===== src/rtl/core/veif_pkg.sv =====
`default_nettype none

package veif_pkg;

	localparam int POS_WIDTH = 24;
	localparam int VEL_WIDTH = 32;

	// 3p - 4p1 + p2 needs three more bits than a position
	localparam int DIFF_W  = POS_WIDTH + 3;
	localparam int MUL_A_W = (VEL_WIDTH > DIFF_W) ? VEL_WIDTH : DIFF_W;
	localparam int COEF_W  = 26;
	localparam int PROD_W  = MUL_A_W + COEF_W;
	// seven products summed
	localparam int ACC_W   = PROD_W + 3;

	localparam int RECIP_SHIFT = 24;
	localparam int COEF_SHIFT  = 22;

	localparam int NUM_AXES = 3;
	localparam int AXIS_W   = 2;
	localparam int TAP_W    = 3;

	typedef logic signed [COEF_W-1:0]    coef_t;
	typedef logic signed [MUL_A_W-1:0]   mul_a_t;
	typedef logic signed [PROD_W-1:0]    prod_t;
	typedef logic signed [ACC_W-1:0]     acc_t;
	typedef logic signed [POS_WIDTH-1:0] pos_t;
	typedef logic signed [VEL_WIDTH-1:0] vel_t;
	typedef logic signed [DIFF_W-1:0]    diff_t;

	localparam logic [1:0] UNITS_MM = 2'd0;
	localparam logic [1:0] UNITS_CM = 2'd1;
	localparam logic [1:0] UNITS_DM = 2'd2;
	localparam logic [1:0] UNITS_M  = 2'd3;

	// filter taps, in the order the sequencer walks them
	localparam logic [TAP_W-1:0] TAP_X  = 3'd0;
	localparam logic [TAP_W-1:0] TAP_X3 = 3'd1;
	localparam logic [TAP_W-1:0] TAP_X1 = 3'd2;
	localparam logic [TAP_W-1:0] TAP_X2 = 3'd3;
	localparam logic [TAP_W-1:0] TAP_Y1 = 3'd4;
	localparam logic [TAP_W-1:0] TAP_Y2 = 3'd5;
	localparam logic [TAP_W-1:0] TAP_Y3 = 3'd6;

	localparam coef_t VEL_GAIN = coef_t'(500);
	localparam coef_t COEF_B0  = coef_t'(921);
	localparam coef_t COEF_B1  = coef_t'(2763);
	localparam coef_t COEF_A1  = coef_t'(11529303);
	localparam coef_t COEF_A2N = coef_t'(-10604039);
	localparam coef_t COEF_A3  = coef_t'(3261491);

	typedef enum logic [3:0] {
		ST_IDLE,
		ST_MUL_POS,
		ST_SCALE,
		ST_MUL_GAIN,
		ST_SAT_X,
		ST_MAC,
		ST_ACC_LAST,
		ST_WRITE,
		ST_DONE
	} veif_state_t;

	typedef struct packed {
		logic acc_clr;
		logic acc_en;
	} veif_mac_ctrl_t;

	// Q1.24 reciprocals of 1, 10, 100, 1000
	function automatic coef_t recip_of(input logic [1:0] units);
		case (units)
			UNITS_MM: return coef_t'(16777216);
			UNITS_CM: return coef_t'(1677722);
			UNITS_DM: return coef_t'(167772);
			UNITS_M:  return coef_t'(16777);
			default:  return coef_t'(16777216);
		endcase
	endfunction

	function automatic coef_t tap_coef(input logic [TAP_W-1:0] tap);
		case (tap)
			TAP_X, TAP_X3:  return COEF_B0;
			TAP_X1, TAP_X2: return COEF_B1;
			TAP_Y1:         return COEF_A1;
			TAP_Y2:         return COEF_A2N;
			TAP_Y3:         return COEF_A3;
			default:        return coef_t'(0);
		endcase
	endfunction

	function automatic vel_t sat_vel(input acc_t v);
		acc_t hi;
		acc_t lo;
		hi = acc_t'({1'b0, {(VEL_WIDTH-1){1'b1}}});
		lo = -hi - acc_t'(1);
		if (v > hi)
			return {1'b0, {(VEL_WIDTH-1){1'b1}}};
		else if (v < lo)
			return {1'b1, {(VEL_WIDTH-1){1'b0}}};
		else
			return v[VEL_WIDTH-1:0];
	endfunction

endpackage

`default_nettype wire


===== src/rtl/core/veif_mac.sv =====
`default_nettype none

module veif_mac (
	input  wire logic                   clk,
	input  wire veif_pkg::veif_mac_ctrl_t ctrl,
	input  wire veif_pkg::mul_a_t       a,
	input  wire veif_pkg::coef_t        b,
	output veif_pkg::prod_t             prod_q,
	output veif_pkg::acc_t              acc_q
);
	import veif_pkg::*;

	// product is registered every cycle; the sequencer picks which one to keep
	always_ff @(posedge clk) begin
		prod_q <= prod_t'(a) * prod_t'(b);
		if (ctrl.acc_clr)
			acc_q <= '0;
		else if (ctrl.acc_en)
			acc_q <= acc_q + acc_t'(prod_q);
	end

endmodule

`default_nettype wire


===== src/rtl/core/velocity_estimate_iir_filter.sv =====
// One word at a time: ready only while idle. Each axis of a word takes 13
// steps through the single shared multiply-accumulate unit (scale, gain,
// seven filter taps); it is idle again once the output word is free.
// Reset (arst_n low): histories cleared to zero, units_q to mm,
// output word empty, block idle and ready.
`default_nettype none

module velocity_estimate_iir_filter (
	input  wire logic                     clk,
	input  wire logic                     arst_n,
	input  wire logic                     cfg_we,
	input  wire logic [1:0]               cfg_wdata,
	input  wire logic                     in_valid,
	output logic                          in_ready,
	input  wire veif_pkg::pos_t           pos_x,
	input  wire veif_pkg::pos_t           pos_y,
	input  wire veif_pkg::pos_t           pos_z,
	output logic                          out_valid,
	input  wire logic                     out_ready,
	output veif_pkg::pos_t                scaled_x,
	output veif_pkg::pos_t                scaled_y,
	output veif_pkg::pos_t                scaled_z,
	output veif_pkg::vel_t                vel_x,
	output veif_pkg::vel_t                vel_y,
	output veif_pkg::vel_t                vel_z
);
	import veif_pkg::*;

	veif_state_t state_q, state_nxt;
	logic [1:0]        units_q;
	logic [AXIS_W-1:0] axis_q;
	logic [TAP_W-1:0]  tap_q;
	logic              out_valid_q;

	// axis 0 of every rotating array is the axis being worked on
	pos_t pos_q    [NUM_AXES];
	pos_t ph0_q    [NUM_AXES];
	pos_t ph1_q    [NUM_AXES];
	vel_t xh_q     [NUM_AXES][3];
	vel_t yh_q     [NUM_AXES][3];
	pos_t sp_res_q [NUM_AXES];
	vel_t vel_res_q[NUM_AXES];
	pos_t sp_q;
	vel_t x_q;

	veif_mac_ctrl_t mac_ctrl;
	mul_a_t         mul_a;
	coef_t          mul_b;
	prod_t          prod_q;
	acc_t           acc_q;

	logic  in_acc, ld_sp, ld_x, wr_axis, ld_out, last_axis, last_tap, out_free;
	prod_t pos_rnd;
	pos_t  sp_nxt;
	diff_t diff;
	vel_t  x_nxt, y_nxt, tap_val;
	acc_t  acc_rnd;

	veif_mac u_mac (
		.clk    (clk),
		.ctrl   (mac_ctrl),
		.a      (mul_a),
		.b      (mul_b),
		.prod_q (prod_q),
		.acc_q  (acc_q)
	);

	assign in_acc    = in_valid && in_ready;
	assign last_axis = (axis_q == AXIS_W'(NUM_AXES - 1));
	assign last_tap  = (tap_q == TAP_Y3);
	assign out_free  = !out_valid_q || out_ready;

	// round half up, then floor shift
	assign pos_rnd = prod_q + (prod_t'(1) <<< (RECIP_SHIFT - 1));
	assign sp_nxt  = pos_t'(pos_rnd >>> RECIP_SHIFT);
	assign diff    = (diff_t'(sp_q) <<< 1) + diff_t'(sp_q)
	               - (diff_t'(ph0_q[0]) <<< 2) + diff_t'(ph1_q[0]);
	assign x_nxt   = sat_vel(acc_t'(prod_q));
	assign acc_rnd = acc_q + (acc_t'(1) <<< (COEF_SHIFT - 1));
	assign y_nxt   = sat_vel(acc_rnd >>> COEF_SHIFT);

	always_comb begin
		case (tap_q)
			TAP_X:   tap_val = x_q;
			TAP_X3:  tap_val = xh_q[0][2];
			TAP_X1:  tap_val = xh_q[0][0];
			TAP_X2:  tap_val = xh_q[0][1];
			TAP_Y1:  tap_val = yh_q[0][0];
			TAP_Y2:  tap_val = yh_q[0][1];
			TAP_Y3:  tap_val = yh_q[0][2];
			default: tap_val = '0;
		endcase
	end

	// next state
	always_comb begin
		state_nxt = state_q;
		case (state_q)
			ST_IDLE:     if (in_valid) state_nxt = ST_MUL_POS;
			ST_MUL_POS:  state_nxt = ST_SCALE;
			ST_SCALE:    state_nxt = ST_MUL_GAIN;
			ST_MUL_GAIN: state_nxt = ST_SAT_X;
			ST_SAT_X:    state_nxt = ST_MAC;
			ST_MAC:      if (last_tap) state_nxt = ST_ACC_LAST;
			ST_ACC_LAST: state_nxt = ST_WRITE;
			ST_WRITE:    state_nxt = last_axis ? ST_DONE : ST_MUL_POS;
			ST_DONE:     if (out_free) state_nxt = ST_IDLE;
			default:     state_nxt = ST_IDLE;
		endcase
	end

	// outputs of the sequencer
	always_comb begin
		in_ready         = 1'b0;
		ld_sp            = 1'b0;
		ld_x             = 1'b0;
		wr_axis          = 1'b0;
		ld_out           = 1'b0;
		mac_ctrl.acc_clr = 1'b0;
		mac_ctrl.acc_en  = 1'b0;
		mul_a            = '0;
		mul_b            = '0;
		case (state_q)
			ST_IDLE: in_ready = 1'b1;
			ST_MUL_POS: begin
				mul_a = mul_a_t'(pos_q[0]);
				mul_b = recip_of(units_q);
			end
			ST_SCALE: ld_sp = 1'b1;
			ST_MUL_GAIN: begin
				mul_a = mul_a_t'(diff);
				mul_b = VEL_GAIN;
			end
			ST_SAT_X: begin
				ld_x             = 1'b1;
				mac_ctrl.acc_clr = 1'b1;
			end
			ST_MAC: begin
				mul_a           = mul_a_t'(tap_val);
				mul_b           = tap_coef(tap_q);
				// product of the previous tap lands now
				mac_ctrl.acc_en = (tap_q != TAP_X);
			end
			ST_ACC_LAST: mac_ctrl.acc_en = 1'b1;
			ST_WRITE: wr_axis = 1'b1;
			ST_DONE: ld_out = out_free;
			default: ;
		endcase
	end

	always_ff @(posedge clk or negedge arst_n) begin
		if (!arst_n) begin
			state_q     <= ST_IDLE;
			units_q     <= UNITS_MM;
			axis_q      <= '0;
			tap_q       <= TAP_X;
			out_valid_q <= 1'b0;
			for (int i = 0; i < NUM_AXES; i++) begin
				ph0_q[i] <= '0;
				ph1_q[i] <= '0;
				for (int j = 0; j < 3; j++) begin
					xh_q[i][j] <= '0;
					yh_q[i][j] <= '0;
				end
			end
		end else begin
			state_q <= state_nxt;
			if (cfg_we)
				units_q <= cfg_wdata;
			if (in_acc)
				axis_q <= '0;
			else if (wr_axis)
				axis_q <= axis_q + AXIS_W'(1);
			if (state_q == ST_MAC)
				tap_q <= last_tap ? TAP_X : tap_q + TAP_W'(1);
			if (ld_out)
				out_valid_q <= 1'b1;
			else if (out_ready)
				out_valid_q <= 1'b0;
			if (wr_axis) begin
				for (int i = 0; i < NUM_AXES - 1; i++) begin
					ph0_q[i] <= ph0_q[i+1];
					ph1_q[i] <= ph1_q[i+1];
					for (int j = 0; j < 3; j++) begin
						xh_q[i][j] <= xh_q[i+1][j];
						yh_q[i][j] <= yh_q[i+1][j];
					end
				end
				ph0_q[NUM_AXES-1]   <= sp_q;
				ph1_q[NUM_AXES-1]   <= ph0_q[0];
				xh_q[NUM_AXES-1][0] <= x_q;
				xh_q[NUM_AXES-1][1] <= xh_q[0][0];
				xh_q[NUM_AXES-1][2] <= xh_q[0][1];
				yh_q[NUM_AXES-1][0] <= y_nxt;
				yh_q[NUM_AXES-1][1] <= yh_q[0][0];
				yh_q[NUM_AXES-1][2] <= yh_q[0][1];
			end
		end
	end

	always_ff @(posedge clk) begin
		if (in_acc) begin
			pos_q[0] <= pos_x;
			pos_q[1] <= pos_y;
			pos_q[2] <= pos_z;
		end else if (wr_axis) begin
			for (int i = 0; i < NUM_AXES - 1; i++)
				pos_q[i] <= pos_q[i+1];
		end
		if (ld_sp)
			sp_q <= sp_nxt;
		if (ld_x)
			x_q <= x_nxt;
		if (wr_axis) begin
			for (int i = 0; i < NUM_AXES - 1; i++) begin
				sp_res_q[i]  <= sp_res_q[i+1];
				vel_res_q[i] <= vel_res_q[i+1];
			end
			sp_res_q[NUM_AXES-1]  <= sp_q;
			vel_res_q[NUM_AXES-1] <= y_nxt;
		end
		if (ld_out) begin
			scaled_x <= sp_res_q[0];
			scaled_y <= sp_res_q[1];
			scaled_z <= sp_res_q[2];
			vel_x    <= vel_res_q[0];
			vel_y    <= vel_res_q[1];
			vel_z    <= vel_res_q[2];
		end
	end

	assign out_valid = out_valid_q;

endmodule

`default_nettype wire


===== config.mk =====
export PLATFORM = sky130hd
export DESIGN_NAME = velocity_estimate_iir_filter
export DESIGN_NICKNAME = d
export VERILOG_FILES = /design/src/rtl/core/veif_pkg.sv /design/src/rtl/core/veif_mac.sv /design/src/rtl/core/velocity_estimate_iir_filter.sv
export SDC_FILE = /design/constraint.sdc
export NUM_CORES = 2
export LEC_CHECK = 0
export CAP_MARGIN = 20
export CELL_PAD_IN_SITES_DETAIL_PLACEMENT = 0
export CELL_PAD_IN_SITES_GLOBAL_PLACEMENT = 1
export CORE_AREA = 10 10 402 404
export CTS_CLUSTER_DIAMETER = 40
export DETAILED_ROUTE_END_ITERATION = 8
export DIE_AREA = 0 0 412 414
export DONT_BUFFER_PORTS = 1
export PLACE_DENSITY_LB_ADDON = 0.1
export SKIP_LAST_GASP = 1
export SLEW_MARGIN = 10
export SYNTH_ARGS = -nofsm -noshare
export SYNTH_HDL_FRONTEND = slang
export SYNTH_SLANG_ARGS = --single-unit

===== constraint.sdc =====
create_clock -name clk -period 29.4 [get_ports clk]
set_clock_uncertainty 0.15 [all_clocks]
set_input_delay 1.47 -clock clk [delete_from_list [all_inputs] [get_ports clk]]
set_output_delay 1.47 -clock clk [all_outputs]
set_load 0.1 [all_outputs]

# ---- Yosys cells after proc, flatten, opt, wreduce, memory -nomap -nowiden
# Memories as Yosys holds them, arrays and structs flattened. A register that Yosys moved wholly into a read port is not among the register bits.
# Cells that the tools add are included.
dict set report word_totals {
  mem_bits_rw 240
  inputBits 79
  n_memories 3
  elab_cells 120
  ff_bits 1019
}
# name depth word_bits rd rd_ports_with_merged_regs wr line
set mem_list {}
lappend mem_list {vel_res_q 3 32 3 1 3 velocity_estimate_iir_filter.sv:42} ;# vel_t vel_res_q[NUM_AXES];
lappend mem_list {pos_q 3 24 3 0 3 velocity_estimate_iir_filter.sv:36} ;# pos_t pos_q [NUM_AXES];
lappend mem_list {sp_res_q 3 24 3 1 3 velocity_estimate_iir_filter.sv:41} ;# pos_t sp_res_q [NUM_AXES];
dict set report op_classes {
  eq_ne 21
  order_cmp 4
  muxes 32
  addsub 8
  reduce_logical 12
  n_mul 1
  bitwise 2
}
# op n
set ops {}
lappend ops {{one-hot mux 32 bit (7 select lines)} 1}
lappend ops {{one-hot mux 26 bit (5 select lines)} 1}
lappend ops {{one-hot mux 26 bit (4 select lines)} 1}
lappend ops {{two-way mux 32 bit} 3}
lappend ops {{one-hot mux 32 bit (3 select lines)} 1}
lappend ops {{one-hot mux 26 bit (3 select lines)} 1}
lappend ops {{adder 61 x 23 -> 61 bit (second input constant)} 1}
lappend ops {{adder 61 x 58 -> 61 bit} 1}
lappend ops {{greater-than comparator 58 x 32 -> 1 bit (second input constant)} 1}
lappend ops {{< comparator 58 x 32 -> 1 bit (second input constant)} 1}
lappend ops {{multiplier 32 x 26 -> 58 bit} 1}
lappend ops {{adder 48 x 25 -> 48 bit (second input constant)} 1}
lappend ops {{two-way mux 24 bit} 2}
lappend ops {{greater-than comparator 39 x 32 -> 1 bit (second input constant)} 1}
lappend ops {{< comparator 39 x 32 -> 1 bit (second input constant)} 1}
lappend ops {{one-hot mux 4 bit (9 select lines)} 1}
lappend ops {{adder 27 x 24 -> 27 bit} 1}
lappend ops {{subtractor 26 x 26 -> 27 bit} 1}
lappend ops {{adder 25 x 24 -> 26 bit} 1}
lappend ops {{== test 4 x 3 -> 1 bit (second input constant)} 4}
lappend ops {{two-way mux 4 bit} 4}
lappend ops {{two-way mux 1 bit} 13}
lappend ops {{== test 3 bit (second input constant)} 3}
lappend ops {{== test 4 x 2 -> 1 bit (second input constant)} 2}
lappend ops {{other kinds (23)} 32}

# ---- Logic depth before layout (Yosys ltp)
dict set report logic_depth {
  depth_word 6
  depth_mapped 43
}

# ---- By module
# From an unflattened synthesis, not the netlist that was laid out.
dict set report hier_totals {
  cells_unflattened 8720
  hier_area_um2 85006.5
}
# module cells_each area_per_inst_um2 instances
set modules_own_cells {}
lappend modules_own_cells {velocity_estimate_iir_filter 4702 48967.0 1}
lappend modules_own_cells {veif_mac 4018 36039.6 1}

# ---- Worst setup path before layout
# OpenSTA, ideal clock, no wires.
dict set report synth_path {
  path_kind {reg-to-reg}
  startpoint {register ph0_q[48] in the netlist's numbering}
  endpoint {register u_mac.prod_q[51]}
  required_ns 29.121
  path_slack_ns 19.433
  path_buffers 1
  arrival_ns 9.688
  path_stages_with_launch 37
  period_less_slack_ns 9.967
  setup_ns 0.129
  path_cell_list {dfrtp_1 fa_1 inv_1 fa_1 ha_1 a21o_1 a21oi_1 o21ai_1 a211oi_1 o21bai_1 a21o_1 a21oi_1 xnor2_1 a21o_1 clkbuf_1 nand2_1 fa_1 inv_1 fa_1 fa_1 fa_1 fa_1 inv_1 fa_1 inv_1 fa_1 ha_1 a21o_1 o21ba_2 o21ai_1 or3b_1 o211ai_1 a2111oi_0 or3_1 a32o_1 nor4b_1 a211oi_1}
}
dict set report synth_between {
  elab_chain_len 4
}
# element line
set synth_lines {}
lappend synth_lines {{start, declared} velocity_estimate_iir_filter.sv:37} ;# pos_t ph0_q [NUM_AXES];
lappend synth_lines {{start signal, assigned by index} velocity_estimate_iir_filter.sv:182} ;# ph0_q[i] <= ph0_q[i+1];
lappend synth_lines {{start signal, assigned by index} velocity_estimate_iir_filter.sv:189} ;# ph0_q[NUM_AXES-1] <= sp_q;
lappend synth_lines {{subtractor 26 x 26 -> 27 bit} velocity_estimate_iir_filter.sv:77} ;# - (diff_t'(ph0_q[0]) <<< 2) + diff_t'(ph1_q[0]);
lappend synth_lines {{adder 27 x 24 -> 27 bit} velocity_estimate_iir_filter.sv:77}
lappend synth_lines {{one-hot mux 32 bit (3 select lines)} velocity_estimate_iir_filter.sv:123} ;# case (state_q)
lappend synth_lines {{multiplier 32 x 26 -> 58 bit} veif_mac.sv:15} ;# prod_q <= prod_t'(a) * prod_t'(b);
lappend synth_lines {{end signal, assigned} veif_mac.sv:15}
lappend synth_lines {{end, declared} veif_mac.sv:8} ;# output veif_pkg::prod_t prod_q,
# No other way between the ends.
# A chain may end at the register's enable or synchronous reset.

# ---- Worst setup path after layout
dict set report layout_path {
  startpoint {register ph0_q[48] in the netlist's numbering}
  endpoint {register u_mac.prod_q[57]}
}
# Same word-level chain as after synthesis.

==> impl_metrics.ini <==
[worst_hold_path]
hold_path.class = in2async

[logic_synthesis]
synth_area_leaders = dfrtp_1 (22%), fa_1 (22%), edfxtp_1 (17%), nand2_1 (12%), inv_1 (4.5%)
yosysUniqueCellTypes = 95
yosysTopAreaCellShare_pct = 21.9
synthTopCellsByCount = nand2_1 (2726), inv_1 (993), fa_1 (901)
netlist_area_um2 = 83700
synth.avg_cell_area_um2 = 9.71
synthFlopType = dfrtp_1
ys_seq_area_share_pct = 41.4
synth_edf_count = 464
yosysMostFrequentCell = nand2_1
synth_cells = 8620
synth_warnings = 0
ys_ff_latch = 1315
synth_nets = 9859
synth_largest_area_cell = dfrtp_1
synthArstFlopShare_pct = 55.7

[route]
vias = 60400
drc = 0
via_per_inst = 5.63
ant_nets = 0
first_pass_iters = 6
drtIter0Drc = 6140
wl_per_cell_um = 24.3
wl_um = 260000

[sta]
slew_violations = 0
hold_viol = 0
post-route-period-util_pct = 39.9
worstMarginPinSlew_ns = 1.22
rsz0062_at_grt = false
fmax_mhz = 85.2
layout_setup_ws_ns = 17.67
maxSlewHeadroom_pct = 19.0
period_needed_ns = 11.73
setup_viol = 0
tns_ns = 0
worst_hold_slack_ns = 0.172

[cells_and_area]
fillers = 12900
nNetsFinal = 9765
layout-drive-gt1-share_pct = 6.91
area_growth_pct = 10.5

[placement]
gp_congestion = 0.943
place_ws_ns = 17.75
io_buffers = 0
dp_hpwl_um = 192000

[critical_path]
crit_path_start_kind = register
path_common_cell = fa_1
worst-path-buf-inv = 7
cp.required_ns = 30.00
critPathKind = reg2reg
cp-end-kind = register
slowest_delay_ns = 0.82
arrival_ns = 12.34
critPathTopFamily = adder cells
cp_max_fo = 8
cp_slowest_cell = a21oi_1

[clock_network]
holdBufCountCts = 0
cts_buffers = 182
clock_path_buffers = 3
cts_max_level = 4
clk_pin_slew_ns = 0.07
clock_latency_ns = 0.84
post_cts_resized = 0
cts_tree = done
cts_root_buf = clkbuf_16
cts_sinks = 1315
cts_setup_buffers = 0

[floorplanning]
row_count = 144
die_w_um = 412
core-area_um2 = 153000
top_level_ports = 249
start_util_pct = 54.6
die_area_um2 = 171000
die-height_um = 414

[grt]
antenna_found_initial = 9
grt_pass1_wl_um = 392000
grt_overflow = 0
grt_max_degree = 733
track_usage_pct = 30.4
grt_pass1_vias = 61400

[job]
cap_violations = 0

[run_status]
status = completed
cells by family after synthesis:
group	share of synthesized area (%)
AND/OR/NAND/NOR	17.0
adder cells (fa/ha/maj)	25.4
buffers and inverters	6.38
flip-flops	41.4
XOR/XNOR	1.96
multiplexers	1.12
AO/OA/AOI/OAI	6.75
path summary, 6_finish.rpt:
path	startpoint	to	slack, ns	cells after the start
worst min register to register	sp_res_q[1][17]	scaled_y[17]	0.24	0
worst max-delay path	ph0_q[48]	u_mac.prod_q[57]	17.67	36
min in group clk	sp_res_q[1][17]	scaled_y[17]	0.24	0
worst max register to register	ph0_q[48]	u_mac.prod_q[57]	17.67	36
worst min-delay path	arst_n	yh_q[266]	0.17	0
max in group asynchronous	arst_n	yh_q[273]	26.24	3
cell type report:
type,instances,area [um2],share of cell area (%)
Antenna cell,4,10.0,0.0108
Clock buffer,217,4880,5.28
Clock inverter,127,1560,1.69
Inverter,996,3750,4.05
Multi-Input combinational cell,5904,43900,47.5
Sequential cell,1315,34600,37.4
Tap cell,2044,2560,2.77
Timing Repair Buffer,127,1150,1.24
metrics by stage:
stage / util (%) / cells / instance area, um2
CTS: 60.2 / 10700 / 92300
finish: 60.3 / 10700 / 92500
global placement: 56.0 / 10400 / 85800
global route: 60.3 / 10700 / 92500
detailed placement: 56.0 / 10400 / 85900
floorplan: - / 8620 / 83700
registers in the layout, indices dropped and copies added, names as in the netlist, 61 cells and up:
| signal | cells |
|---|---|
| xh_q | 288 |
| yh_q | 288 |
| vel_res_q | 96 |
| ph0_q | 72 |
| ph1_q | 72 |
| pos_q | 72 |
| sp_res_q | 72 |
| u_mac.acc_q | 61 |
layout by cell type (no fill, tap or decap), types with 62 or more instances in the layout:
cell type,synthesis,layout
nand2_1,2726,2720
inv_1,993,993
fa_1,901,901
dfrtp_1,732,730
nor2_1,563,560
edfxtp_1,464,464
a21oi_1,279,272
ha_1,259,258
o21ai_0,205,200
clkbuf_16,0,185
dfxtp_1,119,119
xnor2_1,113,113
buf_4,1,112
a21o_1,80,80
xor2_1,73,73
nand3_1,66,62
metal layers:
| metal | up-vias | track usage, % | part of all wire (%) |
|---|---|---|---|
| met3 | 547 | 4.78 | 6.4 |
| met1 | 30700 | 41.0 | 41 |
| met5 | - | 0 | 0.0046 |
| met2 | 2209 | 48.4 | 47 |
| li1 | 26900 | - | - |
| met4 | 2 | 13.9 | 5.3 |
Power is not shown: default switching activity piles up to over one toggle a cycle in this logic, so the estimate is an artifact.
